<file path="config.mk">
export PLATFORM = sky130hd
export DESIGN_NAME = rcp_queue
export DESIGN_NICKNAME = d
export VERILOG_FILES = /design/src/rcp_pkg.sv /design/src/rcp_queue.sv
export SDC_FILE = /design/constraint.sdc
export NUM_CORES = 1
export LEC_CHECK = 0
export BUFFER_PORTS_ARGS = -buffer_cell sky130_fd_sc_hd__buf_2
export CAP_MARGIN = 20
export CORE_ASPECT_RATIO = 1.75
export CORE_MARGIN = 3
export CORE_UTILIZATION = 60
export CTS_BUF_LIST = sky130_fd_sc_hd__clkbuf_8
export DETAILED_ROUTE_END_ITERATION = 10
export MAX_ROUTING_LAYER = met4
export PLACE_DENSITY = 0.82
export SKIP_CTS_REPAIR_TIMING = 1
export SLEW_MARGIN = 10
export SYNTH_ARGS = -nofsm -noshare
export SYNTH_HDL_FRONTEND = slang
export SYNTH_SLANG_ARGS = --single-unit
export TNS_END_PERCENT = 10
</file>
<file path="constraint.sdc">
create_clock -name clock -period 3.8 [get_ports clock]
set_input_delay 0.19 -clock clock [delete_from_list [all_inputs] [get_ports clock]]
set_output_delay 0.19 -clock clock [all_outputs]
set_load 0.01 [all_outputs]
</file>
<file path="src/rcp_pkg.sv">
// shared types and constants of the 64-bit reciprocal unit
package rcp_pkg;

   localparam int unsigned DATA_W         = 64;
   localparam int unsigned SHIFT_W        = 6;
   localparam int unsigned SEED_W         = 11;
   localparam int unsigned SEED_ENTRIES   = 256;
   localparam int unsigned SEED_BASE      = 256;
   localparam int unsigned SEED_NUMERATOR = 523520;
   localparam logic [DATA_W-1:0] NEWTON_CONST = 64'h1000_0000_0000_0000;

   localparam int unsigned FRONT_STAGES = 2;
   localparam int unsigned FRONT_CNT_W  = $clog2(FRONT_STAGES + 1);
   localparam int unsigned QUEUE_DEPTH  = 4;
   localparam int unsigned QUEUE_AW     = $clog2(QUEUE_DEPTH);
   localparam int unsigned BACK_STAGES  = 18;
   // accept edge to the edge that ends the strobe cycle
   localparam int unsigned RSP_LATENCY  = 23;

   typedef struct packed {
      logic [DATA_W-1:0]  d;
      logic [SHIFT_W-1:0] sh;
      logic               nz;
   } rcp_item_type;

   typedef struct packed {
      logic [QUEUE_AW:0] count;
      logic              full;
      logic              empty;
   } rcp_qstat_type;

endpackage

</file>
<file path="src/rcp_queue.sv">
// short queue between front end and arithmetic pipeline
module rcp_queue import rcp_pkg::*; (
   input  logic          clock,
   input  logic          reset,
   input  logic          push,
   input  rcp_item_type  push_item,
   output rcp_item_type  head_item,
   output logic          head_vld,
   output rcp_qstat_type qstat
);

   rcp_item_type      mem [QUEUE_DEPTH];
   logic [QUEUE_AW-1:0] wr_ptr_ff, wr_ptr_in;
   logic [QUEUE_AW-1:0] rd_ptr_ff, rd_ptr_in;
   logic [QUEUE_AW:0]   count_ff, count_in;
   logic                head_vld_ff;
   rcp_item_type        head_item_ff;
   logic                pop;

   // back end never stalls, so drain whenever something is held
   assign pop = (count_ff != '0);

   always_comb begin
      wr_ptr_in = push ? wr_ptr_ff + QUEUE_AW'(1) : wr_ptr_ff;
      rd_ptr_in = pop ? rd_ptr_ff + QUEUE_AW'(1) : rd_ptr_ff;
      count_in  = count_ff + (QUEUE_AW+1)'(push) - (QUEUE_AW+1)'(pop);
   end

   always_ff @(posedge clock) begin
      if (reset) begin
         wr_ptr_ff   <= '0;
         rd_ptr_ff   <= '0;
         count_ff    <= '0;
         head_vld_ff <= 1'b0;
      end else begin
         wr_ptr_ff   <= wr_ptr_in;
         rd_ptr_ff   <= rd_ptr_in;
         count_ff    <= count_in;
         head_vld_ff <= pop;
      end
   end

   always_ff @(posedge clock) begin
      if (push) begin
         mem[wr_ptr_ff] <= push_item;
      end
      if (pop) begin
         head_item_ff <= mem[rd_ptr_ff];
      end
   end

   assign head_item   = head_item_ff;
   assign head_vld    = head_vld_ff;
   assign qstat.count = count_ff;
   assign qstat.full  = (count_ff == (QUEUE_AW+1)'(QUEUE_DEPTH));
   assign qstat.empty = (count_ff == '0);

endmodule

</file>
# Word-level counts from Yosys, hierarchy flattened
# Memories as Yosys holds them, arrays and structs flattened. A register that Yosys moved wholly into a read port is not among the register bits.
# Cells that the tools add are included.
# classes
addsub	4
n_eq_ne	1
mux	2
reduce_logical	2
# ops
cell	count
adder 2 x 1 -> 2 bit (second input constant)	2
adder 3 x 1 -> 3 bit	1
equality test 3 bit (second input constant)	1
logical NOT 3 bit	1
nonzero test 3 bit	1
subtractor 3 x 1 -> 3 bit	1
two-way mux 1 bit	2
# totals
register_bits	8
mem_bits_rw	284
in_bits	74
output_inout_bits	77
memories	1
# memory_table
memory	depth	width	read_ports	rd_clocked_by_memory_dff	wr	line	text
mem	4	71	1	1	1	rcp_queue.sv:12	rcp_item_type mem [QUEUE_DEPTH];

# Longest topological paths before layout
# Gate-level depths: netlist of the first run.
# depth
ltp_word	2
depth_mapped	7

# Least setup slack after synthesis of the first run
# OpenSTA, ideal clock, no wires.
# synth_path
kind	register -> register
startpoint	reg count_ff[2]
endpoint	reg count_ff[1]
setup_ns	0.127
arrival_ns	3.278
required_time_ns	3.673
setup_slack_ns	0.395
path_stages_with_launch	7
path_buffers	0
synth_period_minus_slack_ns	3.405
path_cell_list	dfxtp_1 or3_1 ha_1 inv_1 ha_1 fa_1 nor2b_1
# synth_between
elab_chain_cells	2
# synth_lines
element	line	text
start: declaration	rcp_queue.sv:15	logic [QUEUE_AW:0] count_ff, count_in;
start signal: assignment	rcp_queue.sv:38	count_ff <= count_in;
nonzero test 3 bit	rcp_queue.sv:21	assign pop = (count_ff != '0);
named net pop	rcp_queue.sv:18	logic pop;
subtractor 3 x 1 -> 3 bit	rcp_queue.sv:26	count_in = count_ff + (QUEUE_AW+1)'(push) - (QUEUE_AW+1)'(pop);
named net count_in[1]	rcp_queue.sv:15	
# The timed path passes the listed nets, and every way through them passes these cells.
# A chain may end at the register's enable or synchronous reset.

==> results of run 1 <==
Yosys cell counts:
library cell | count | area, um2
edfxtp_1 | 355 | 10660
mux4_2 | 71 | 1599
buf_2 | 8 | 40.04
dfxtp_1 | 8 | 160.2
inv_1 | 7 | 26.28
buf_12 | 6 | 120.1
ha_1 | 6 | 75.07
nor2_1 | 5 | 18.77
and2_1 | 4 | 25.02
nor2b_1 | 3 | 18.77
and3_1 | 1 | 6.260
buf_6 | 1 | 11.26
buf_8 | 1 | 15.01
clkbuf_1 | 1 | 3.750
fa_1 | 1 | 20.02
mux2_2 | 1 | 11.26
mux2i_1 | 1 | 10.01
nor3_1 | 1 | 5.000
nor4_1 | 1 | 6.260
o31a_1 | 1 | 8.760
or3_1 | 1 | 6.260
xnor2_1 | 1 | 8.760
xor3_1 | 1 | 23.77
worst paths after layout:
kind                                       to  slack (ns)
worst min register to register   wr_ptr_ff[1]        0.57
worst max-delay path                 qstat[0]        1.30
worst max register to register  head_item[45]        1.75
worst min-delay path             wr_ptr_ff[0]        0.01
sequential cells by signal, indices dropped and copies added, names as in the netlist:
signal / count
count_ff: 3
head_item: 71
head_vld: 1
mem: 284
rd_ptr_ff: 2
wr_ptr_ff: 2
stage by stage:
| stage | instances | area (um2) | setup slack (ns) |
|---|---|---|---|
| 6_report | 1037 | 15540 | 1.297 |
| 5_1_grt | 1037 | 15540 | 1.092 |
| 4_1_cts | 961 | 14710 | 1.186 |
| 3_5_place_dp | 874 | 13810 | 1.689 |
| 3_3_place_gp | 874 | 13810 | 1.765 |
| 2_1_floorplan | 486 | 12880 | 0.3950 |
critical path: stages (launching register included):
cell and delay, ns:
dfxtp_1 0.44, or3_4 0.18, buf_4 0.75, inv_1 0.19, buf_2 0.20
cells by family after synthesis:
family / Yosys count / synth area share
flops: 363 / 0.8401
mux: 73 / 0.1258
buf+inv: 24 / 0.01681
simple gates: 16 / 0.006703
fa+ha+maj: 7 / 0.007383
xor+xnor: 2 / 0.002526
compound gates: 1 / 0.0006801
power groups by stage:
stage | registers (mW) | logic (mW) | clock network, mW
2_1_floorplan | 5.71 | 1.38 | 0
3_3_place_gp | 5.72 | 2.01 | 0
6_report | 5.66 | 2.14 | 2.70
4_1_cts | 5.67 | 2.11 | 2.78
3_5_place_dp | 5.74 | 2.10 | 0
5_1_grt | 5.73 | 2.32 | 2.95
layer usage:
layer | up-vias | wire length [um] | GRT usage | share of wire
li1 | 2587 | - | - | -
met1 | 3035 | 8726 | 0.2461 | 0.38
met2 | 205 | 12110 | 0.3186 | 0.53
met3 | 53 | 1120 | 0.03801 | 0.049
met4 | 0 | 731 | 0.08163 | 0.032
met5 | - | 0 | - | 0
layout make-up:
cell class	instances	area, um2	share of cell area
Timing Repair Buffer	229	1617	0.1040
Sequential cell	363	10830	0.6966
Clock inverter	39	240.2	0.01545
Multi-Input combinational cell	99	1858	0.1195
Inverter	7	26.28	0.001690
Clock buffer	48	660.6	0.04250
Tap cell	252	315.3	0.02028
==> results.md, run 1 <==
* Status: finished clean
* IR drop worst, VDD at 0.0009574 V
* Fin crit period at 2.503 ns
* Hold Vio Cnt, Final at 0
* Reg power frac at 0.539
* Switch share at 0.2657
* First-pass DRT Iterations at 5
* Setup violators final at 0
* Diodes inserted at 0
* Sw power at between 2 and 3 mW
* Setup TNS at 0 ns
* R2R cell count at 2
* WHS at ~0.014 ns
* GR Util All Layers at 0.1966
* Leak at 5.404 nW
* Req. time, crit path at 3.61 ns
* Maxcap violations at 0
* Buffers on Ports at 150
* Detail Route Antenna Nets at 0
* Core area at 21020 um2
* #FFs+latches synth at ~360
* Max_slew headroom at 0.2574
* First-pass GRT wire length at 33240 um
* Max frequency at 399.5 MHz
* CTS tree: yes
* Worst hold path class: in -> reg
* Starting DRT DRC Count at slightly below 400
* Vias per cell at around 5.7
* RD Place Congestion at 0.7497
* Pins Over Slew Limit at 0
* H-Tree Depth at 2
* Worst-Skew Late Latency at 0.55 ns
* GRT overflow at 0
* Root Buffer: clkbuf_8
* Drt wl/cell at about 22 um
* Crit Path Category: reg -> out
* Logic pwr share at 0.203
* Hold Path Depth at 3
* Routed via count at between 5000 and 6000
* Seq/Total Area, Yosys at 0.8401
* Fill count at 1157
* Die Ht at 199.8 um
* Crit path capture type: output pin
* Mapped Avg Cell Area at 26.50 um2
* Final HPWL DP at 12220 um
* HP Start: push
* CTS Buffer Depth at 3
* Clock transition at path regs at 0.07 ns
* Top-Level Pins at 151
* # DRC at 0
* Vias in the first global route at 6101
* Yosys warns at 0
* Total Routed Length at 22690 um
* Critical path launch point type: flip-flop
* Die Area at 23330 um2
* Die Wd at between 100 and 150 um
* Final core occ at 0.7395
* Maximum number of pins on one net before global-route repair at 74
* Syn-to-layout area delta at 20.69%
* Post-synthesis cell count at 486
* Total power at 10.50 mW
* Nets@finish at 828
* TritonCTS buffer count at 47
* Netlist cell types at 23
* Worst Skew at between 0.015 and 0.02 ns
* Final worst path period share at 0.6588
* Least-Margin Pin Slew at 1.114 ns
* Initial antenna violation count at 0
* Critical path fanouts, max at 72
* Most common cell after layout, fill and taps aside: edfxtp_1
* Clk sink count at roughly 360
* Site row count at 70
* Syn nets at 567
* Starting Density at 0.6127
* Worst path arrival time at 2.31 ns
* Cell area power density at 675.7 nW/um2
* P_int at 7.713 mW
* Synthesized area at between 10000 and 15000 um2
* Crit path from: count_ff[2]
* Share of cells above drive strength 1 at 0.3745
* RR Startpoint: rd_ptr_ff[0]
* Clock power frac at 0.258
* Commonest cells after routing, fill and taps aside: 355 x edfxtp_1, 150 x buf_2, 72 x dlygate4sd3_1
* RSZ-0062 raised after global routing: no
Note: power is estimated with default switching activity, not from simulation.
==> run 2: changes to the inputs <==
--- a/config.mk
+++ b/config.mk
@@ -9,11 +9,11 @@
 export CAP_MARGIN = 20
 export CORE_ASPECT_RATIO = 1.75
 export CORE_MARGIN = 3
-export CORE_UTILIZATION = 60
+export CORE_UTILIZATION = 54
 export CTS_BUF_LIST = sky130_fd_sc_hd__clkbuf_8
 export DETAILED_ROUTE_END_ITERATION = 10
 export MAX_ROUTING_LAYER = met4
-export PLACE_DENSITY = 0.82
+export PLACE_DENSITY = 0.78
 export SKIP_CTS_REPAIR_TIMING = 1
 export SLEW_MARGIN = 10
 export SYNTH_ARGS = -nofsm -noshare
==> constraint.sdc (replaced) <==
create_clock -name clock -period 2.2 [get_ports clock]
set_input_delay 0.11 -clock clock [delete_from_list [all_inputs] [get_ports clock]]
set_output_delay 0.11 -clock clock [all_outputs]
set_load 0.01 [all_outputs]
==> run 2 against run 1 <==
Worst setup slack worse by 1.1 ns. Sequential power up 68%. Via count down 0.60%. Die area up 11%. Count of clock-buffer cells in the layout up 8. Sequential share of layout area down 1.2 points. Highest routed layer unchanged. Critical endpoint is now count_ff[1]. Clock power up 74%. Total power up 75%. Non-clock buffer count up 10.
==> results.md, run 2 (synthesis gave the netlist of run 1 again) <==
* Status: finished clean
* Final worst path period share at 0.8924
* Die Ht at 210.3 um (+5.2%)
* Final Instance Area at 15820 um2 (+1.8%)
* Vias per cell at 5.314 (-6.3%)
* Least-Margin Pin Slew at 0.5221 ns (-0.5918 ns)
* Clock transition at path regs at 0.07 ns (about the same)
* Buffers on Ports at 150 (unchanged)
* Setup violators final at 0 (unchanged)
* GRT overflow at 0 (unchanged)
* DP Cell Count at 938 (+7.3%)
* Worst path arrival time at 2.44 ns (+0.13 ns)
* Area of the multi-input gates at 1886 um2 (+1.5%)
* Starting DRT DRC Count at 405 (+4.1%)
* Site row count at 74 (+5.7%)
* Worst Skew at 0.01711 ns (+0.001414 ns)
* CTS tree: yes
* Hold Path Depth at 2 (-1)
* Total power at 18.37 mW (+75%)
* Fin cells at 1100 (+6.1%)
* Die Wd at 122.7 um (+5.1%)
* Sequential cell area at 10830 um2 (about the same)
* Vias in the first global route at 6136 (+0.57%)
* Crit path capture type: flip-flop
* R2R Setup Slk at 0.24 ns (-1.51 ns)
* Initial antenna violation count at 1 (+1)
* HP Start: push_item[57]
* RR Startpoint: count_ff[0]
* Routed via count at 5845 (-0.60%)
* Max reg flops at 284 (unchanged)
* IR drop worst, VDD at 0.001195 V (+25%)
* Clk sink count at 363 (unchanged)
* Core area at 23430 um2 (+11%)
* Critical path fanouts, max at 5 (-93%)
* Most common cell after layout, fill and taps aside: edfxtp_1
* Share of cells above drive strength 1 at 0.3937 (+0.01919)
* Root Buffer: clkbuf_8
* First-pass GRT wire length at 34040 um (+2.4%)
* Post-Place Worst Slack at 0.2894 ns (-1.399 ns)
* Fin crit period at about 2.0 ns
* Crit Path Category: reg -> reg
* GR Util All Layers at 0.1822 (-0.01432)
* Pins Over Slew Limit at 0 (unchanged)
* Syn-to-layout area delta at 22.81%
* R2R cell count at 6 (+4)
* Hold Path Sink: mem[3][57]
* Die Area at 25810 um2 (+11%)
* # DRC at 0 (unchanged)
* First-pass DRT Iterations at 5 (unchanged)
* Nets@finish at 840 (+1.4%)
* RD Place Congestion at 0.7692 (+2.6%)
* Final HPWL DP at 13780 um (+13%)
* WHS at 0.3069 ns (+0.2932 ns)
* Maxcap violations at 0 (unchanged)
* Max frequency at 509.4 MHz
* H-Tree Depth at 2 (unchanged)
* RSZ-0062 raised after global routing: no
* Worst hold path class: in -> reg
* Placed Area at 14140 um2 (+2.4%)
* Detail Route Antenna Nets at 0 (unchanged)
* Hold Vio Cnt, Final at 0 (unchanged)
* Worst-Skew Late Latency at 0.56 ns (about the same)
* Cell area power density at 1161 nW/um2 (+72%)
* Biggest register: mem
* Setup TNS at 0 ns (unchanged)
* Total Routed Length at 23120 um (+1.9%)
* Top-Level Pins at 151 (unchanged)
* FF-to-FF End: count_ff[1]
* CTS Buffer Depth at 3 (unchanged)
* Req. time, crit path at 2.67 ns (-0.94 ns)
* Maximum number of pins on one net before global-route repair at 73 (-1.4%)
* Leak at 5.469 nW (+1.2%)
* Max_slew headroom at 0.6519 (+0.3945)
* Commonest cells after routing, fill and taps aside: 355 x edfxtp_1, 150 x buf_2, 74 x dlygate4sd3_1
* Final core occ at 0.6752 (-0.06428)
* Fill count at 1410 (+22%)
* Final WS setup at 0.2368 ns (-1.060 ns)
* Starting Density at 0.5498 (-0.06290)
* Critical path launch point type: flip-flop
* Crit path from: count_ff[0]
* Drt wl/cell at 21.02 um (-3.9%)
* TritonCTS buffer count at 49 (+4.3%)
[run 2: cell count changes in the layout (fill, tap and decap cells not counted), sizes merged]
cell / delta
dlygate4sd3: +2
clkbuf: +8
inv: -6
buf: +8
diode: +1
bufinv: -2
[run 2: layout make-up]
type,count,area share
diodes,1,0.0001582
clock buffers,56,0.04873
clock inverters,31,0.009650
inverters,7,0.001661
multi-input cells,99,0.1192
flip-flops and latches,363,0.6849
well taps,304,0.02405
repair buffers,239,0.1117
[run 2: how the worst max path moves through the flow]
stage,endpoint,cells past startpoint
after floorplan,mem[0][0],3
after global placement,count_ff[1],6
after detailed placement,count_ff[1],6
after CTS,qstat[0],4
after global routing,qstat[0],4
final,count_ff[1],6
[run 2: power by group]
part	switching [mW]	leakage, nW	internal, mW	total [mW]
combinational	2.11	1.57	2.05	4.16
sequential	0.463	3.38	9.04	9.50
clock	2.27	0.515	2.43	4.70
[run 2: metal layers]
layer  global-route usage  wire [um]  up-vias
met5                    -          0        -
met1               0.2199       8682     2995
met4              0.07154        517        0
met2               0.3013      12810      198
li1                     -          -     2613
met3              0.03946       1112       39
[run 2: critical path: stages (launching register included)]
cell	delay [ns]
dfxtp_4	0.36
or3_4	0.42
ha_4	0.28
inv_2	0.04
ha_4	0.15
fa_2	0.52
nor2b_1	0.13
==> run 3: changes to the inputs <==
--- a/config.mk
+++ b/config.mk
@@ -7,13 +7,15 @@
 export LEC_CHECK = 0
 export BUFFER_PORTS_ARGS = -buffer_cell sky130_fd_sc_hd__buf_2
 export CAP_MARGIN = 20
+export CELL_PAD_IN_SITES_DETAIL_PLACEMENT = 0
+export CELL_PAD_IN_SITES_GLOBAL_PLACEMENT = 1
 export CORE_ASPECT_RATIO = 1.75
 export CORE_MARGIN = 3
-export CORE_UTILIZATION = 54
+export CORE_UTILIZATION = 48
 export CTS_BUF_LIST = sky130_fd_sc_hd__clkbuf_8
 export DETAILED_ROUTE_END_ITERATION = 10
 export MAX_ROUTING_LAYER = met4
-export PLACE_DENSITY = 0.78
+export PLACE_DENSITY_LB_ADDON = 0.1
 export SKIP_CTS_REPAIR_TIMING = 1
 export SLEW_MARGIN = 10
 export SYNTH_ARGS = -nofsm -noshare
==> run 3 against run 2 <==
Core utilization decreased by 7.4 points. Largest power group unchanged. Sequential share of layout area is 0.45 points higher. Total power down 2.1%. Final cell count increased by 0.27%. Register-to-register slack better by 0.03 ns. Worst hold slack got worse by 0.013 ns. First-iteration DRC count shrank 6.9%.
==> results.md, run 3 (synthesis gave the netlist of run 1 again) <==
* Final worst path period share at 0.9268 (+0.03442)
* Syn-to-layout area delta at 22.01%
* Switch share at 0.2680 (+0.004147)
* Fill count at 1922 (+36%)
* Pins Over Slew Limit at 0 (unchanged)
* RD Place Congestion at 0.7182 (-6.6%)
* Max_slew headroom at 0.5850 (-0.06689)
* Maxcap violations at 0 (unchanged)
* CTS Buffer Depth at 3 (unchanged)
* Initial antenna violation count at 0 (-1)
* Req. time, crit path at 2.09 ns (-0.58 ns)
* First-pass GRT wire length at 36140 um (+6.1%)
* Fin crit period at 2.039 ns (+0.07573 ns)
* Total power at 17.99 mW (-2.1%)
* Sw power at 4.821 mW (-0.51%)
* Critical path launch point type: flip-flop
* TritonCTS buffer count at 49 (unchanged)
* Final HPWL DP at 13880 um (+0.74%)
* Crit path from: count_ff[2]
* Cell area power density at 1145 nW/um2 (-1.4%)
* Worst path arrival time at 1.93 ns (-0.51 ns)
* Core area at 26160 um2 (+12%)
* Die Wd at 129.8 um (+5.8%)
* Share of cells above drive strength 1 at 0.3908 (-0.002906)
* Commonest cells after routing, fill and taps aside: 355 x edfxtp_1, 150 x buf_2, 74 x dlygate4sd3_1
* IR drop worst, VDD at 0.0009913 V (-17%)
* DP Cell Count at 955 (+1.8%)
* Starting Density at 0.4924 (-0.05739)
* Status: finished clean
* RSZ-0062 raised after global routing: no
* Least-Margin Pin Slew at 0.6225 ns (+0.1003 ns)
* Total Routed Length at 23780 um (+2.9%)
* Drt wl/cell at 21.56 um (+2.6%)
* Hold Vio Cnt, Final at 0 (unchanged)
* R2R Setup Slk at 0.27 ns (+0.03 ns)
* Setup violators final at 0 (unchanged)
* RR Startpoint: count_ff[0]
* First-pass DRT Iterations at 4 (-1)
* GRT overflow at 0 (unchanged)
* CP endpoint: qstat[0]
* CTS tree: yes
* Biggest register: mem
* Vias in the first global route at 6341 (+3.3%)
* Clk sink count at 363 (unchanged)
* Fin cells at 1103 (+0.27%)
* # DRC at 0 (unchanged)
* Crit Path Category: reg -> out
* CP peak stage delay at 0.46 ns (-0.06 ns)
* Critical path fanouts, max at 33 (+28)
* Site row count at 78 (+5.4%)
* Routed via count at 5831 (-0.24%)
* Vias per cell at 5.286 (-0.51%)
* Max frequency at 490.5 MHz (-3.7%)
* Maximum number of pins on one net before global-route repair at 40 (-45%)
* Logic pwr share at 0.231 (+0.004)
* Nets@finish at 841 (+0.12%)
* Detail Route Antenna Nets at 0 (unchanged)
* Worst path slowest cell: buf_4
* Worst-Skew Late Latency at 0.57 ns (about the same)
* Leak at 5.417 nW (-0.94%)
* Clock transition at path regs at 0.06 ns (about the same)
* Setup TNS at 0 ns (unchanged)
* Hold Path Depth at 2 (unchanged)
* Critical-path cell list: or3_4 > buf_4 > inv_1 > buf_2
* GR Util All Layers at 0.1724 (-0.009835)
* Die Area at 28910 um2 (+12%)
* Clock power frac at 0.241 (-0.015)
* Worst Skew at 0.01011 ns (-0.006997 ns)
* Die Ht at 222.7 um (+5.9%)
* H-Tree Depth at 2 (unchanged)
* Most common cell after layout, fill and taps aside: edfxtp_1
* Final core occ at 0.6008 (-0.07441)
* P_int at 13.17 mW (-2.6%)
* Worst hold path class: in -> reg
* FF-to-FF End: count_ff[1]
* Root Buffer: clkbuf_8
* Diodes inserted at 0 (-1)
* Top-Level Pins at 151 (unchanged)
* Crit path capture type: output pin
* Starting DRT DRC Count at 377 (-6.9%)
* Buffers on Ports at 150 (unchanged)
* Max reg flops at 284 (unchanged)
* R2R cell count at 6 (unchanged)
* Reg power frac at 0.528 (+0.011)
run 3: cell types whose count changed in the layout (fill, tap and decap cells not counted), sizes merged:
cell    before  now
buf        165  166
bufinv       1    0
clkbuf      56   51
clkinv      18    8
diode        1    0
inv         18   21
run 3: power groups by stage:
stage                     clock [mW]  combinational (mW)  sequential, mW
after global routing            4.83                4.56            9.61
after CTS                       4.53                4.21            9.53
after floorplan                    0                2.44            9.83
after detailed placement           0                4.21            9.66
after global placement             0                4.09            9.64
final                           4.34                4.16            9.49
run 3: worst max-delay path, delay by kind of cell, from the launching register on:
family	cells	cell delay, ns
flip-flops	1	0.43
buffers and inverters	3	0.73
AND/OR/NAND/NOR	1	0.19
run 3: final cells by class:
type | count | area (um2) | area share
timing repair buffer | 240 | 1774 | 0.1129
clock inverter | 23 | 93.84 | 0.005971
multi-input combinational | 99 | 1886 | 0.1200
sequential | 363 | 10830 | 0.6893
clock buffer | 51 | 701.9 | 0.04467
tap | 320 | 400.4 | 0.02548
inverter | 7 | 26.28 | 0.001672
run 3: through the flow:
stage / hold slack [ns] / instance area, um2 / setup WS (ns)
2_1_floorplan: 0.2089 / 12920 / -0.4350
4_1_cts: -0.3032 / 14970 / 0.09015
5_1_grt: 0.2531 / 15720 / 0.002038
3_3_place_gp: 0.3180 / 14180 / 0.3349
6_report: 0.2937 / 15720 / 0.1611
3_5_place_dp: 0.3268 / 14180 / 0.2718
run 3: worst min path at each step:
stage	start	to	slack, ns
floorplan	push_item[0]	mem[0][0]	0.21
global placement	push_item[60]	mem[0][60]	0.32
detailed placement	push_item[2]	mem[2][2]	0.33
CTS	push_item[60]	mem[1][60]	-0.30
global route	push_item[60]	mem[0][60]	0.25
finish	push_item[5]	mem[1][5]	0.29
run 3: metal layers:
metal  up-vias  global-route usage  wire length [um]
li1       2602                   -                 -
met1      3018              0.2066              9134
met2       171              0.2875             12850
met3        40             0.04186              1319
met4         0             0.05604               476
met5         -                   -                 0
