--- config.mk ---
export PLATFORM = sky130hd
export DESIGN_NAME = rcp_front
export DESIGN_NICKNAME = d
export VERILOG_FILES = /design/src/rcp_pkg.sv /design/src/rcp_front.sv
export SDC_FILE = /design/constraint.sdc
export NUM_CORES = 1
export LEC_CHECK = 0
export BUFFER_PORTS_ARGS = -buffer_cell sky130_fd_sc_hd__buf_2
export CAP_MARGIN = 10
export CORE_MARGIN = 10
export CORE_UTILIZATION = 30
export CTS_BUF_LIST = sky130_fd_sc_hd__clkbuf_2
export DETAILED_ROUTE_END_ITERATION = 8
export PLACE_DENSITY_LB_ADDON = 0.2
export SYNTH_ARGS = -nofsm -noshare
export SYNTH_HDL_FRONTEND = slang
export SYNTH_SLANG_ARGS = --single-unit
export TNS_END_PERCENT = 50
--- constraint.sdc ---
create_clock -name clock -period 2.8 [get_ports clock]
set_input_delay 0.14 -clock clock [delete_from_list [all_inputs] [get_ports clock]]
set_output_delay 0.14 -clock clock [all_outputs]
set_load 0.01 [all_outputs]
--- src/rcp_pkg.sv ---
// shared types and constants of the 64-bit reciprocal unit
package rcp_pkg;

   localparam int unsigned DATA_W         = 64;
   localparam int unsigned SHIFT_W        = 6;
   localparam int unsigned SEED_W         = 11;
   localparam int unsigned SEED_ENTRIES   = 256;
   localparam int unsigned SEED_BASE      = 256;
   localparam int unsigned SEED_NUMERATOR = 523520;
   localparam logic [DATA_W-1:0] NEWTON_CONST = 64'h1000_0000_0000_0000;

   localparam int unsigned FRONT_STAGES = 2;
   localparam int unsigned FRONT_CNT_W  = $clog2(FRONT_STAGES + 1);
   localparam int unsigned QUEUE_DEPTH  = 4;
   localparam int unsigned QUEUE_AW     = $clog2(QUEUE_DEPTH);
   localparam int unsigned BACK_STAGES  = 18;
   // accept edge to the edge that ends the strobe cycle
   localparam int unsigned RSP_LATENCY  = 23;

   typedef struct packed {
      logic [DATA_W-1:0]  d;
      logic [SHIFT_W-1:0] sh;
      logic               nz;
   } rcp_item_type;

   typedef struct packed {
      logic [QUEUE_AW:0] count;
      logic              full;
      logic              empty;
   } rcp_qstat_type;

endpackage

--- src/rcp_front.sv ---
// front end: leading-zero count and normalization over two stages
module rcp_front import rcp_pkg::*; (
   input  logic                   clock,
   input  logic                   reset,
   input  logic                   accept,
   input  logic [DATA_W-1:0]      divisor,
   output rcp_item_type           item,
   output logic                   item_vld,
   output logic [FRONT_CNT_W-1:0] inflight
);

   logic              f1_vld_ff, f1_vld_in;
   logic [DATA_W-1:0] f1_x_ff, f1_x_in;
   logic [2:0]        f1_n_ff, f1_n_in;
   logic              f1_nz_ff, f1_nz_in;
   logic              f2_vld_ff;
   rcp_item_type      f2_item_ff, f2_item_in;

   // coarse steps: 32, 16, 8
   always_comb begin
      f1_vld_in = accept;
      f1_nz_in  = |divisor;
      f1_x_in   = divisor;
      f1_n_in   = 3'd0;
      if (f1_x_in[63:32] == 32'd0) begin
         f1_n_in[2] = 1'b1;
         f1_x_in    = {f1_x_in[31:0], 32'd0};
      end
      if (f1_x_in[63:48] == 16'd0) begin
         f1_n_in[1] = 1'b1;
         f1_x_in    = {f1_x_in[47:0], 16'd0};
      end
      if (f1_x_in[63:56] == 8'd0) begin
         f1_n_in[0] = 1'b1;
         f1_x_in    = {f1_x_in[55:0], 8'd0};
      end
   end

   // fine steps: 4, 2, 1
   always_comb begin
      logic [DATA_W-1:0] y;
      logic [2:0]        m;
      y = f1_x_ff;
      m = 3'd0;
      if (y[63:60] == 4'd0) begin
         m[2] = 1'b1;
         y    = {y[59:0], 4'd0};
      end
      if (y[63:62] == 2'd0) begin
         m[1] = 1'b1;
         y    = {y[61:0], 2'd0};
      end
      if (!y[63]) begin
         m[0] = 1'b1;
         y    = {y[62:0], 1'b0};
      end
      f2_item_in.d  = y;
      f2_item_in.sh = f1_nz_ff ? {f1_n_ff, m} : '0;
      f2_item_in.nz = f1_nz_ff;
   end

   always_ff @(posedge clock) begin
      if (reset) begin
         f1_vld_ff <= 1'b0;
         f2_vld_ff <= 1'b0;
      end else begin
         f1_vld_ff <= f1_vld_in;
         f2_vld_ff <= f1_vld_ff;
      end
   end

   always_ff @(posedge clock) begin
      f1_x_ff    <= f1_x_in;
      f1_n_ff    <= f1_n_in;
      f1_nz_ff   <= f1_nz_in;
      f2_item_ff <= f2_item_in;
   end

   assign item     = f2_item_ff;
   assign item_vld = f2_vld_ff;
   assign inflight = FRONT_CNT_W'(f1_vld_ff) + FRONT_CNT_W'(f2_vld_ff);

endmodule

**Yosys cells after proc, flatten, opt, wreduce, memory -nomap -nowiden**

Index checks and enable logic that the tools add are counted.

- Bits in registers: 141
- Output and inout port bits: 74
- Logic and storage cells: 30

- Add/subtract/negate cells: 1
- Multiplexer cells: 12
- Reductions and logical operators: 6

Operators by type and width:

| cell | count |
|---|---|
| 2-to-1 mux 64 bit | 5 |
| OR reduction 64 bit | 1 |
| 2-to-1 mux 63 bit | 1 |
| logical NOT 32 bit | 1 |
| logical NOT 16 bit | 1 |
| logical NOT 8 bit | 1 |
| 2-to-1 mux 1 bit | 6 |
| logical NOT 4 bit | 1 |
| adder 1 x 1 -> 2 bit | 1 |
| logical NOT 2 bit | 1 |

**Logic depth before layout (Yosys ltp)**

Gate-level depths: netlist of run 1.

- Depth in word-level cells: 6
- Gate-level depth with buffers: 9
- Depth with buffers taken out: 5

**Least setup slack after synthesis of run 1**

Ideal clock, no wire load.

- Path kind: register to register
- From: register f1_x_ff[60]
- To: register f2_item_ff (netlist bit item[57])
- Setup time: 121 ps
- Arrival time: 1977 ps
- Required time: 2679 ps
- Slack: 702 ps
- Cell stages (with the launch flop): 8
- Path buffers: 3
- Period minus slack after synthesis: 2098 ps
- Cell sequence: dfxtp_1 -> clkbuf_1 -> nor4_4 -> a21oi_1 -> o21ai_1 -> buf_2 -> buf_2 -> mux2_2

RTL lines:

| item | line | text |
|---|---|---|
| start: declaration | rcp_front.sv:13 | `logic [DATA_W-1:0] f1_x_ff, f1_x_in;` |
| start signal: assignment | rcp_front.sv:73 | `f1_x_ff <= f1_x_in;` |
| end signal: assignment | rcp_front.sv:76 | `f2_item_ff <= f2_item_in;` |
| end: declaration | rcp_front.sv:17 | `rcp_item_type f2_item_ff, f2_item_in;` |

**Final worst setup path of run 1**

- From: input divisor[24]
- To: register f1_x_ff[42]

- Cells in the longest elaborated chain, start to end: 5

RTL lines:

| item | line | text |
|---|---|---|
| start: declaration | rcp_front.sv:6 | `input logic [DATA_W-1:0] divisor,` |
| 2-to-1 mux 64 bit * | rcp_front.sv:25 | `if (f1_x_in[63:32] == 32'd0) begin` |
| logical NOT 16 bit | rcp_front.sv:29 | `if (f1_x_in[63:48] == 16'd0) begin` |
| 2-to-1 mux 64 bit * | rcp_front.sv:29 |  |
| logical NOT 8 bit | rcp_front.sv:33 | `if (f1_x_in[63:56] == 8'd0) begin` |
| 2-to-1 mux 64 bit * | rcp_front.sv:33 |  |
| named net f1_x_in[42] | rcp_front.sv:13 |  |

The timed path passes the listed nets; every way through them passes the cells marked *.
A chain may end at the register's enable or synchronous reset.

==> results of run 1 <==
[worst max-delay path by stage]
| stage | startpoint | to | depth (start not counted) |
|---|---|---|---|
| floorplan | f1_x_ff[60]$_DFF_P_ | item[57]$_DFF_P_ | 7 |
| global placement | divisor[49] | f1_x_ff[16]$_DFF_P_ | 8 |
| detailed placement | divisor[60] | f1_x_ff[38]$_DFF_P_ | 7 |
| CTS | divisor[28] | f1_x_ff[42]$_DFF_P_ | 10 |
| global route | divisor[24] | f1_x_ff[42]$_DFF_P_ | 11 |
| finish | divisor[24] | f1_x_ff[42]$_DFF_P_ | 11 |
[area by class of cell]
type,count,area (µm²),area share
clock inverter,14,171,0.0180
antenna,1,2.50,0.000262
inverter,18,67.6,0.00708
clock buffer,17,85.1,0.00891
multi-input combinational,490,4060,0.426
tap,319,399,0.0418
timing repair buffer,260,1930,0.203
sequential,141,2820,0.296
[worst max-delay path, cell delays in order]
cell and delay, ns:
dlygate4sd3_1 0.53, buf_2 0.17, nor4_1 0.31, buf_4 0.18, nand4_2 0.21, buf_6 0.23
mux2_2 0.26, o22ai_1 0.13, dlygate4sd3_1 0.58, mux2i_1 0.07, dlygate4sd3_1 0.57
[logic make-up after synthesis]
kind of cell / Yosys count / synth area share
muxes: 219 / 0.320
and+or+nand+nor: 130 / 0.0992
AOI/OAI and AO/OA: 140 / 0.139
adders and majority gates: 1 / 0.00175
DFF: 141 / 0.395
buffers and inverters: 68 / 0.0452
[metal layers]
layer	global-route usage	vias up
met3	0.0355	40
met1	0.217	3056
li1	-	3073
met4	0.0524	0
met2	0.253	286
met5	0	-
[placed cells by master, fill, tap and decap left out, types with 3 or more instances in the layout]
cell and count:
mux2_2 74, buf_4 18, nor2b_1 6, mux2i_1 145
clkbuf_2 17, a22oi_1 8, nor2_1 45, clkinvlp_4 5
a21oi_1 40, nand3b_1 3, o22ai_1 24, bufinv_16 3
inv_1 18, a221o_1 16, dlygate4sd3_1 94, o21ai_0 4
nor4_1 7, nor4_2 5, a221oi_1 16, and2_1 4
o22a_1 8, buf_12 6, nor4_4 3, nand2_1 35
nor4b_1 8, a41oi_1 8, dfxtp_1 141, buf_2 140
a211oi_1 4, clkinv_4 3
[flip-flops by register name (all words and copies together) (netlist names)]
name and flops:
f1_nz_ff 1, f1_vld_ff 1, f1_n_ff 3, f1_x_ff 64, item_vld 1, item 71
[report_power, final]
group | internal [mW] | switching, mW | leakage [nW] | total (mW)
Sequential | 2.18 | 0.0756 | 1.19 | 2.26
Combinational | 0.468 | 0.495 | 2.76 | 0.963
Clock | 0.492 | 0.741 | 0.136 | 1.23
Total | 3.14 | 1.31 | 4.08 | 4.46
[metrics by stage]
| stage | cell area, µm² | hold slack, ns | setup WS [ns] | total power [mW] | util |
|---|---|---|---|---|---|
| after detailed placement | 8280 | 0.322 | 0.415 | 3.17 | 0.353 |
| final | 9550 | 0.126 | -0.00893 | 4.46 | 0.407 |
| after global placement | 8280 | 0.315 | 0.422 | 3.17 | 0.353 |
| after floorplan | 7150 | 0.212 | 0.702 | 2.77 | - |
| after global routing | 9550 | 0.0132 | -0.0234 | 4.71 | 0.407 |
| after CTS | 9480 | 0.00773 | 0.0311 | 4.53 | 0.404 |
[what timing repair did]
item,4_1_cts,5_1_grt
resized for setup,0,9
hold buffers,94,0
setup endpoints to repair,0,12
hold endpoints to repair,67,0
==> impl_results.md, run 1 <==
- Fin crit share: 1.00
- Routed wl met3: 1.63 mm
- #FFs+latches synth: 141
- Largest net degree at the start of global routing: 68
- TritonRoute pass-1 iters: 6
- Placer Congestion: between 0.9 and 1
- Setup repair bufs after CTS: 0
- Post-route clock skew: between 0.03 and 0.04 ns
- Buffers on Ports: 140
- Setup tns final: -0.00893 ns
- Layout cells sized above 1: 0.305
- Fin. Hold Viols: 0
- Met2 wire len: 11.4 mm
- Max H-tree Level: 4
- Die H: 174 µm
- Die area: ~30,000 µm²
- M1 WL: 12.0 mm
- Peak supply drop: 0.199 mV
- Yosys top cell area share: 0.395
- Via count: around 6,500
- First-pass GRT wire length: between 30 and 40 mm
- CTS max path bufs: 2
- Io pins: about 140
- Prevailing post-synth register cell: dfxtp_1
- P_leak: 4.08 nW
- Max Cap Viol: 0
- Worst reg-to-reg setup slack: 0.40 ns
- Synth top area cells: dfxtp_1 (39%), mux2i_1 (20%), mux2_2 (12%)
- Crit path DAT: 3.40 ns
- Initial Util: 0.305
- Minimum clock period: 2.81 ns
- Reg clk slew, reported paths: 0.19 ns
- WL/cell: 20.3 µm
- Global Route Usage Sum: 0.162
- Detailed-route DRC error count: 0
- Netlist Area Pre-Place: 7150 µm²
- Critical path endpoint category: flop
- Highest layer used for signal routing: met4
- Synth-to-layout area growth: 33.5%
- FF-to-FF path depth: 6
- Slew HR: 0.592
- # rows: 56
- Power per cell area: ~470 nW/µm²
- Hold Crit Class: in2reg
- Synthesized area per cell: 10.2 µm²
- Crit path kind: in2reg
- Total wire length: between 20 and 30 mm
- Final #Nets: around 1,000
- Synth unique cells: 46
- Hold Path Depth: 3
- Setup ws final: -0.00893 ns
- Post-DP HPWL: just under 20 mm
- CTS tree: done
- Critical path fanouts, max: 10
- Synth area leader: dfxtp_1
- Vias in the first global route: 6,595
- Vias/cell: 5.12
- Reg2reg end: item[62]$_DFF_P_
- FMAX: about 0.36 GHz
- Hold Startpoint: divisor[16]
- # clock sinks: 141
- Layout Cells excl Fill: 1,260
- Fillcell total: 2,390
- Most frequent cell after synthesis: mux2i_1
- Sequential area share after synthesis: 0.395
- Worst EP required: 3.39 ns
- Initial antenna violation count: 1
- TritonCTS Buffers: 17
- Congestion Overflow GR: 0
- Post-synth EDFFs: 0
- Hold endpoint: f1_x_ff[16]$_DFF_P_
- Outcome: finished with violations
- # setup viols final: 1
- 1st-iter DRT viols: 511
- Slew @ Worst Pin: 0.612 ns
- Dpl cells: ~1,100
- Post-Synthesis Cells: about 700
- Reg-to-reg critical path startpoint: f1_x_ff[60]$_DFF_P_
- Share of synthesized registers carrying an async set or reset: 0
- Yosys Warn Count: 0
- Syn nets: 767
- Core area: 23,500 µm²
- Antenna-violating nets left: 0
- Die W: 174 µm
- Failing checks: setup timing
- Worst skew pair latency: slightly below 0.7 ns
- Max-slew violation count: 0
- CP startpoint kind: input port
- Synth cell count leaders: mux2i_1 (145), dfxtp_1 (141), mux2_2 (74)
- Clock root cell: clkbuf_2
No activity file was read; power rests on OpenSTA's default activity.
==> run 2: changes to the inputs <==
--- a/config.mk
+++ b/config.mk
@@ -11,7 +11,7 @@
 export CORE_UTILIZATION = 30
 export CTS_BUF_LIST = sky130_fd_sc_hd__clkbuf_2
 export DETAILED_ROUTE_END_ITERATION = 8
-export PLACE_DENSITY_LB_ADDON = 0.2
+export PLACE_DENSITY = 0.45
 export SYNTH_ARGS = -nofsm -noshare
 export SYNTH_HDL_FRONTEND = slang
 export SYNTH_SLANG_ARGS = --single-unit
==> run 2 against run 1 <==
Against the previous run:
- final cell count about the same
- die area unchanged
- register-to-register slack improved by 0.10 ns
- worst setup slack improved by 0.15 ns
- clock-buffer cell count increased by 1
- first-iteration DRC count decreased by 0.59%
- clock skew decreased by 0.0031 ns
- sequential power about the same
- hold slack got worse by 0.0020 ns
- largest cell class unchanged
- the flow now finishes without violations
- sequential share of layout area increased by 0.16 points
==> impl_results.md, run 2 (synthesis gave the netlist of run 1 again) <==
- Antenna-violating nets left: 0 (unchanged)
- Congestion Overflow GR: 0 (unchanged)
- Post-route clock skew: 0.0344 ns (-0.00306 ns)
- Largest net degree at the start of global routing: 68 (unchanged)
- Final #Nets: 994 (-0.20%)
- Clock root cell: clkbuf_2
- Max Cap Viol: 0 (unchanged)
- Outcome: completed
- CTS tree: done
- Total wire length: 25.9 mm (+1.4%)
- Detailed-route DRC error count: 0 (unchanged)
- Fin crit share: 0.950 (-0.0528)
- Dpl cells: 1,134 (+0.088%)
- First-pass GRT wire length: 40.0 mm (+2.4%)
- Final Core Density: 0.404 (-0.00224)
- Worst skew pair latency: 0.72 ns (+0.03 ns)
- Crit path kind: in2reg
- TritonCTS Buffers: 17 (unchanged)
- Critical path endpoint category: flop
- Io pins: 141 (unchanged)
- Global Route Usage Sum: 0.167 (+0.00520)
- Max H-tree Level: 4 (unchanged)
- P_sw: 1.37 mW (+4.4%)
- Max-slew violation count: 0 (unchanged)
- # setup viols final: 0 (-1)
- Max stage delay on crit path: 0.58 ns (about the same)
- Sw Share: 0.302 (+0.00727)
- Slew HR: 0.617 (+0.0248)
- Peak supply drop: 0.213 mV (+7.5%)
- Die H: 174 µm (unchanged)
- Layout cells sized above 1: 0.301 (-0.00393)
- Fin. Hold Viols: 0 (unchanged)
- Minimum clock period: 2.66 ns (-0.148 ns)
- CP startpoint kind: input port
- TritonRoute pass-1 iters: 5 (-1)
- Comb pwr share: 0.213 (-0.003)
- # rows: 56 (unchanged)
- Core area: 23,500 µm² (unchanged)
- Hold Crit Class: in2reg
- Crit path max-delay family: buffers and inverters
- P_leak: 4.08 nW (about the same)
- # clock sinks: 141 (unchanged)
- Post-DP HPWL: 19.9 mm (+1.4%)
- Crit path buf inv count: 4 (-2)
- Setup ws final: 0.139 ns (+0.148 ns)
- Reg power frac: 0.497 (-0.010)
- Via count: 6,422 (-0.51%)
- Initial Util: 0.305 (unchanged)
- Die area: 30,400 µm² (unchanged)
- Most frequent cells in the layout: mux2i_1 (145), dfxtp_1 (141), buf_2 (140)
- Setup repair bufs after CTS: 0 (unchanged)
- CTS max path bufs: 2 (unchanged)
- Critical path cell sequence: dlygate4sd3_1 > buf_2 > nor4_1 > and4_1 > buf_12 > mux2_2 > o22ai_1 > mux2i_1 > dlygate4sd3_1
- Setup tns final: 0 ns (+0.00893 ns)
- RSZ-0062 raised after global routing: no
- Max reg flops: 71 (unchanged)
- Die W: 174 µm (unchanged)
- Slew @ Worst Pin: 0.573 ns (-0.0393 ns)
- Reg clk slew, reported paths: 0.21 ns (+0.02 ns)
- FMAX: 0.376 GHz (+5.6%)
- Critical path fanouts, max: 44 (+34)
- Layout Cells excl Fill: 1,259 (-0.079%)
- 1st-iter DRT viols: 508 (-0.59%)
- Crit path DAT: 3.27 ns (-0.13 ns)
- Vias/cell: 5.10 (-0.43%)
- Initial antenna violation count: 1 (unchanged)
- Pint: 3.17 mW (+0.80%)
- Setup WS pre-CTS: 0.470 ns (+0.0546 ns)
- WL/cell: 20.6 µm (+1.4%)
- Placer Congestion: 0.952 (about the same)
- Most common cell after layout, fill and taps aside: mux2i_1
- Power per cell area: 478 nW/µm² (+2.4%)
- Clock power frac: 0.290 (+0.013)
- Buffers on Ports: 140 (unchanged)
- Vias in the first global route: 6,649 (+0.82%)
- Worst EP required: 3.41 ns (+0.02 ns)
- Synth-to-layout area growth: 32.8%
- Crit path top cell by count: dlygate4sd3_1
- Slowest-stage cell, CP: dlygate4sd3_1
run 2: changes by cell type in the layout (fill, tap and decap cells not counted), sizes merged:
cell         change
clkinv           -3
clkinvlp         -1
dlygate4sd3      -2
inv              +4
buf              +1
run 2: repair_timing:
action | CTS | global route
hold buffers | 92 | 0
setup endpoints to repair | 0 | 1
hold endpoints to repair | 68 | 0
resized for setup | 0 | 1
run 2: layout make-up:
class                           instances  area (µm²)
Fill cell                            2352       14000
Multi-Input combinational cell        490        4040
Sequential cell                       141        2820
Timing Repair Buffer                  258        1890
Tap cell                              319         399
Clock inverter                         14         184
Clock buffer                           18        90.1
Inverter                               18        67.6
Antenna cell                            1        2.50
run 2: layer usage:
layer  up-vias  part of all wire  GRT usage
met5         -                 0          0
met4         0             0.028     0.0645
met1      3025              0.47      0.228
li1       3086                 -          -
met2       272              0.44      0.252
met3        39             0.063     0.0351
run 2: power groups by stage:
| stage | Sequential [mW] | Clock (mW) | Combinational (mW) |
|---|---|---|---|
| finish | 2.26 | 1.32 | 0.965 |
| global route | 2.28 | 1.47 | 1.05 |
| CTS | 2.26 | 1.38 | 0.970 |
| detailed placement | 2.30 | 0 | 0.867 |
| global placement | 2.30 | 0 | 0.872 |
| floorplan | 2.35 | 0 | 0.418 |
run 2: worst register-to-register path, cell delays in order (launching register included):
cell and delay (ns):
dfxtp_1 0.39, nor4_4 0.45, a21oi_1 0.17, o21ai_4 0.42, buf_12 0.33, mux2_2 0.42
run 2: through the flow:
| stage | hold slack [ns] | power, mW | area (µm²) |
|---|---|---|---|
| floorplan | 0.212 | 2.77 | 7150 |
| global placement | 0.320 | 3.17 | 8290 |
| detailed placement | 0.317 | 3.17 | 8290 |
| CTS | 0.0301 | 4.61 | 9480 |
| global route | 0.0347 | 4.79 | 9490 |
| finish | 0.124 | 4.54 | 9490 |
run 2: final timing paths:
check                                         start             endpoint  slack [ns]  cells after the start
worst max-delay path                    divisor[45]  f1_x_ff[34]$_DFF_P_        0.14                      9
worst min-delay path                          reset  item_vld$_SDFF_PP0_        0.12                      3
worst max register to register  f1_x_ff[60]$_DFF_P_     item[25]$_DFF_P_        0.50                      5
worst min register to register     f1_nz_ff$_DFF_P_      item[0]$_DFF_P_        0.43                      0
==> run 3: changes to the inputs <==
--- a/config.mk
+++ b/config.mk
@@ -5,13 +5,15 @@
 export SDC_FILE = /design/constraint.sdc
 export NUM_CORES = 1
 export LEC_CHECK = 0
-export BUFFER_PORTS_ARGS = -buffer_cell sky130_fd_sc_hd__buf_2
 export CAP_MARGIN = 10
+export CELL_PAD_IN_SITES_DETAIL_PLACEMENT = 1
+export CELL_PAD_IN_SITES_GLOBAL_PLACEMENT = 2
 export CORE_MARGIN = 10
 export CORE_UTILIZATION = 30
 export CTS_BUF_LIST = sky130_fd_sc_hd__clkbuf_2
 export DETAILED_ROUTE_END_ITERATION = 8
-export PLACE_DENSITY = 0.45
+export DONT_BUFFER_PORTS = 1
+export PLACE_DENSITY = 0.7
 export SYNTH_ARGS = -nofsm -noshare
 export SYNTH_HDL_FRONTEND = slang
 export SYNTH_SLANG_ARGS = --single-unit
==> run 3 against run 2 <==
Against the previous run:
- sequential power rose by 4%
- clock-buffer cell count increased by 1
- clock power barely moved
- core utilization decreased by 2.3 points
- critical endpoint is now f1_x_ff[41]$_DFF_P_
- die area unchanged
==> impl_results.md, run 3 (synthesis gave the netlist of run 1 again) <==
- Die H: 174 µm (unchanged)
- # setup viols final: 0 (unchanged)
- Crit path DAT: 3.44 ns (+0.17 ns)
- Setup ws final: 0.0210 ns (-0.118 ns)
- Setup WS pre-CTS: 0.281 ns (-0.188 ns)
- Largest net degree at the start of global routing: 68 (unchanged)
- P_leak: 3.60 nW (-12%)
- Post-DP HPWL: 21.7 mm (+9.2%)
- Vias/cell: 5.37 (+5.3%)
- Reg clk slew, reported paths: 0.24 ns (+0.03 ns)
- Worst skew pair latency: 0.72 ns (about the same)
- Critical path cell sequence: dlygate4sd3_1 > nor4_1 > nand4_2 > buf_4 > mux2_2 > o22ai_1 > mux2i_1 > dlygate4sd3_1 > buf_4
- Via count: 6,120 (-4.7%)
- TritonRoute pass-1 iters: 5 (unchanged)
- Pint: 3.07 mW (-3.3%)
- Die area: 30,400 µm² (unchanged)
- Antenna-violating nets left: 0 (unchanged)
- Final Core Density: 0.381 (-0.0235)
- Worst EP required: 3.46 ns (+0.05 ns)
- CTS max path bufs: 2 (unchanged)
- Max reg flops: 71 (unchanged)
- TritonCTS Buffers: 17 (unchanged)
- Max stage delay on crit path: 0.64 ns (+0.06 ns)
- Comb pwr share: 0.166 (-0.047)
- Vias in the first global route: 6,610 (-0.59%)
- Slowest-stage cell, CP: dlygate4sd3_1
- # rows: 56 (unchanged)
- Most common cell after layout, fill and taps aside: mux2i_1
- Power per cell area: 491 nW/µm² (+2.7%)
- Buffers on Ports: 0 (-100%)
- Peak supply drop: 0.195 mV (-8.5%)
- WL/cell: 25.7 µm (+25%)
- Layout cells sized above 1: 0.179 (-0.123)
- CTS tree: done
- DP Area: 7600 µm² (-8.3%)
- Max-slew violation count: 0 (unchanged)
- Design Area, Final: 8940 µm² (-5.8%)
- Hold Crit Class: in2reg
- First-pass GRT wire length: 43.7 mm (+9.3%)
- Synth-to-layout area growth: 25.1%
- Final #Nets: 872 (-12%)
- Critical path endpoint category: flop
- Core area: 23,500 µm² (unchanged)
- Max H-tree Level: 4 (unchanged)
- Total power: 4.39 mW (-3.3%)
- Layout Cells excl Fill: 1,139 (-9.5%)
- Congestion Overflow GR: 0 (unchanged)
- Slew HR: 0.297 (-0.320)
- Global Route Usage Sum: 0.187 (+0.0195)
- Dpl cells: 997 (-12%)
- Slew @ Worst Pin: 1.05 ns (+0.481 ns)
- Clock power frac: 0.296 (+0.006)
- Minimum clock period: 2.78 ns (+0.118 ns)
- Post-route clock skew: 0.0418 ns (+0.00743 ns)
- Outcome: completed
- Initial Util: 0.305 (unchanged)
- RSZ-0062 raised after global routing: no
- Detailed-route DRC error count: 0 (unchanged)
- Most frequent cells in the layout: mux2i_1 (145), dfxtp_1 (141), dlygate4sd3_1 (105)
- Clock root cell: clkbuf_2
- Io pins: 141 (unchanged)
- Crit path max-delay family: buffers and inverters
- Crit path kind: in2reg
- 1st-iter DRT viols: 393 (-23%)
- CP startpoint kind: input port
- Reg power frac: 0.538 (+0.041)
- Setup tns final: 0 ns (unchanged)
- WHS: 0.104 ns (-0.0193 ns)
- Placer Congestion: 0.897 (-5.8%)
- Sw Share: 0.301 (about the same)
- FMAX: 0.360 GHz (-4.2%)
- Initial antenna violation count: 3 (+2)
- Total wire length: 29.3 mm (+13%)
- Critical path fanouts, max: 16 (-64%)
- Fin. Hold Viols: 0 (unchanged)
- Worst reg-to-reg setup slack: 0.26 ns (-0.24 ns)
- Die W: 174 µm (unchanged)
- # clock sinks: 141 (unchanged)
- Crit path buf inv count: 4 (unchanged)
- P_sw: 1.32 mW (-3.4%)
- Max Cap Viol: 0 (unchanged)
- Fin crit share: 0.992 (+0.0421)
[run 3: final cells by class]
cell class	count	area, µm²
diodes	3	7.51
clock buffers	19	95.1
clock inverters	13	166
fillers	2593	14500
inverters	18	67.6
multi-input cells	490	4030
flip-flops and latches	141	2820
well taps	319	399
repair buffers	136	1360
[run 3: path summary, 6_finish.rpt]
| path | from | end | depth (start not counted) |
|---|---|---|---|
| max | divisor[16] | f1_x_ff[41]$_DFF_P_ | 9 |
| min | divisor[19] | f1_x_ff[43]$_DFF_P_ | 3 |
| max reg2reg | f1_x_ff[60]$_DFF_P_ | item[17]$_DFF_P_ | 5 |
| min reg2reg | f1_nz_ff$_DFF_P_ | item[0]$_DFF_P_ | 0 |
[run 3: power groups by stage]
| stage | Sequential, mW | Clock, mW | Combinational (mW) |
|---|---|---|---|
| finish | 2.36 | 1.30 | 0.728 |
| global route | 2.38 | 1.43 | 0.790 |
| CTS | 2.37 | 1.34 | 0.723 |
| detailed placement | 2.41 | 0 | 0.551 |
| global placement | 2.41 | 0 | 0.543 |
| floorplan | 2.35 | 0 | 0.418 |
[run 3: layer usage]
layer	global-route usage	share of wire	up-vias
met3	0.0572	0.067	34
met1	0.237	0.46	3050
met2	0.300	0.46	195
met4	0.0524	0.018	0
met5	0	0	-
li1	-	-	2841
[run 3: worst register-to-register path: stages, from the launching register on]
cell     delay (ns)
dfxtp_1        0.47
o31ai_4        0.95
buf_12         0.38
mux2i_1        0.25
mux2i_1        0.11
mux2_2         0.29
[run 3: timing repair]
item,4_1_cts,5_1_grt
resized for setup,0,2
setup buffers,0,1
hold buffers,106,1
hold endpoints to repair,70,1
endpoints found under the setup margin,0,19
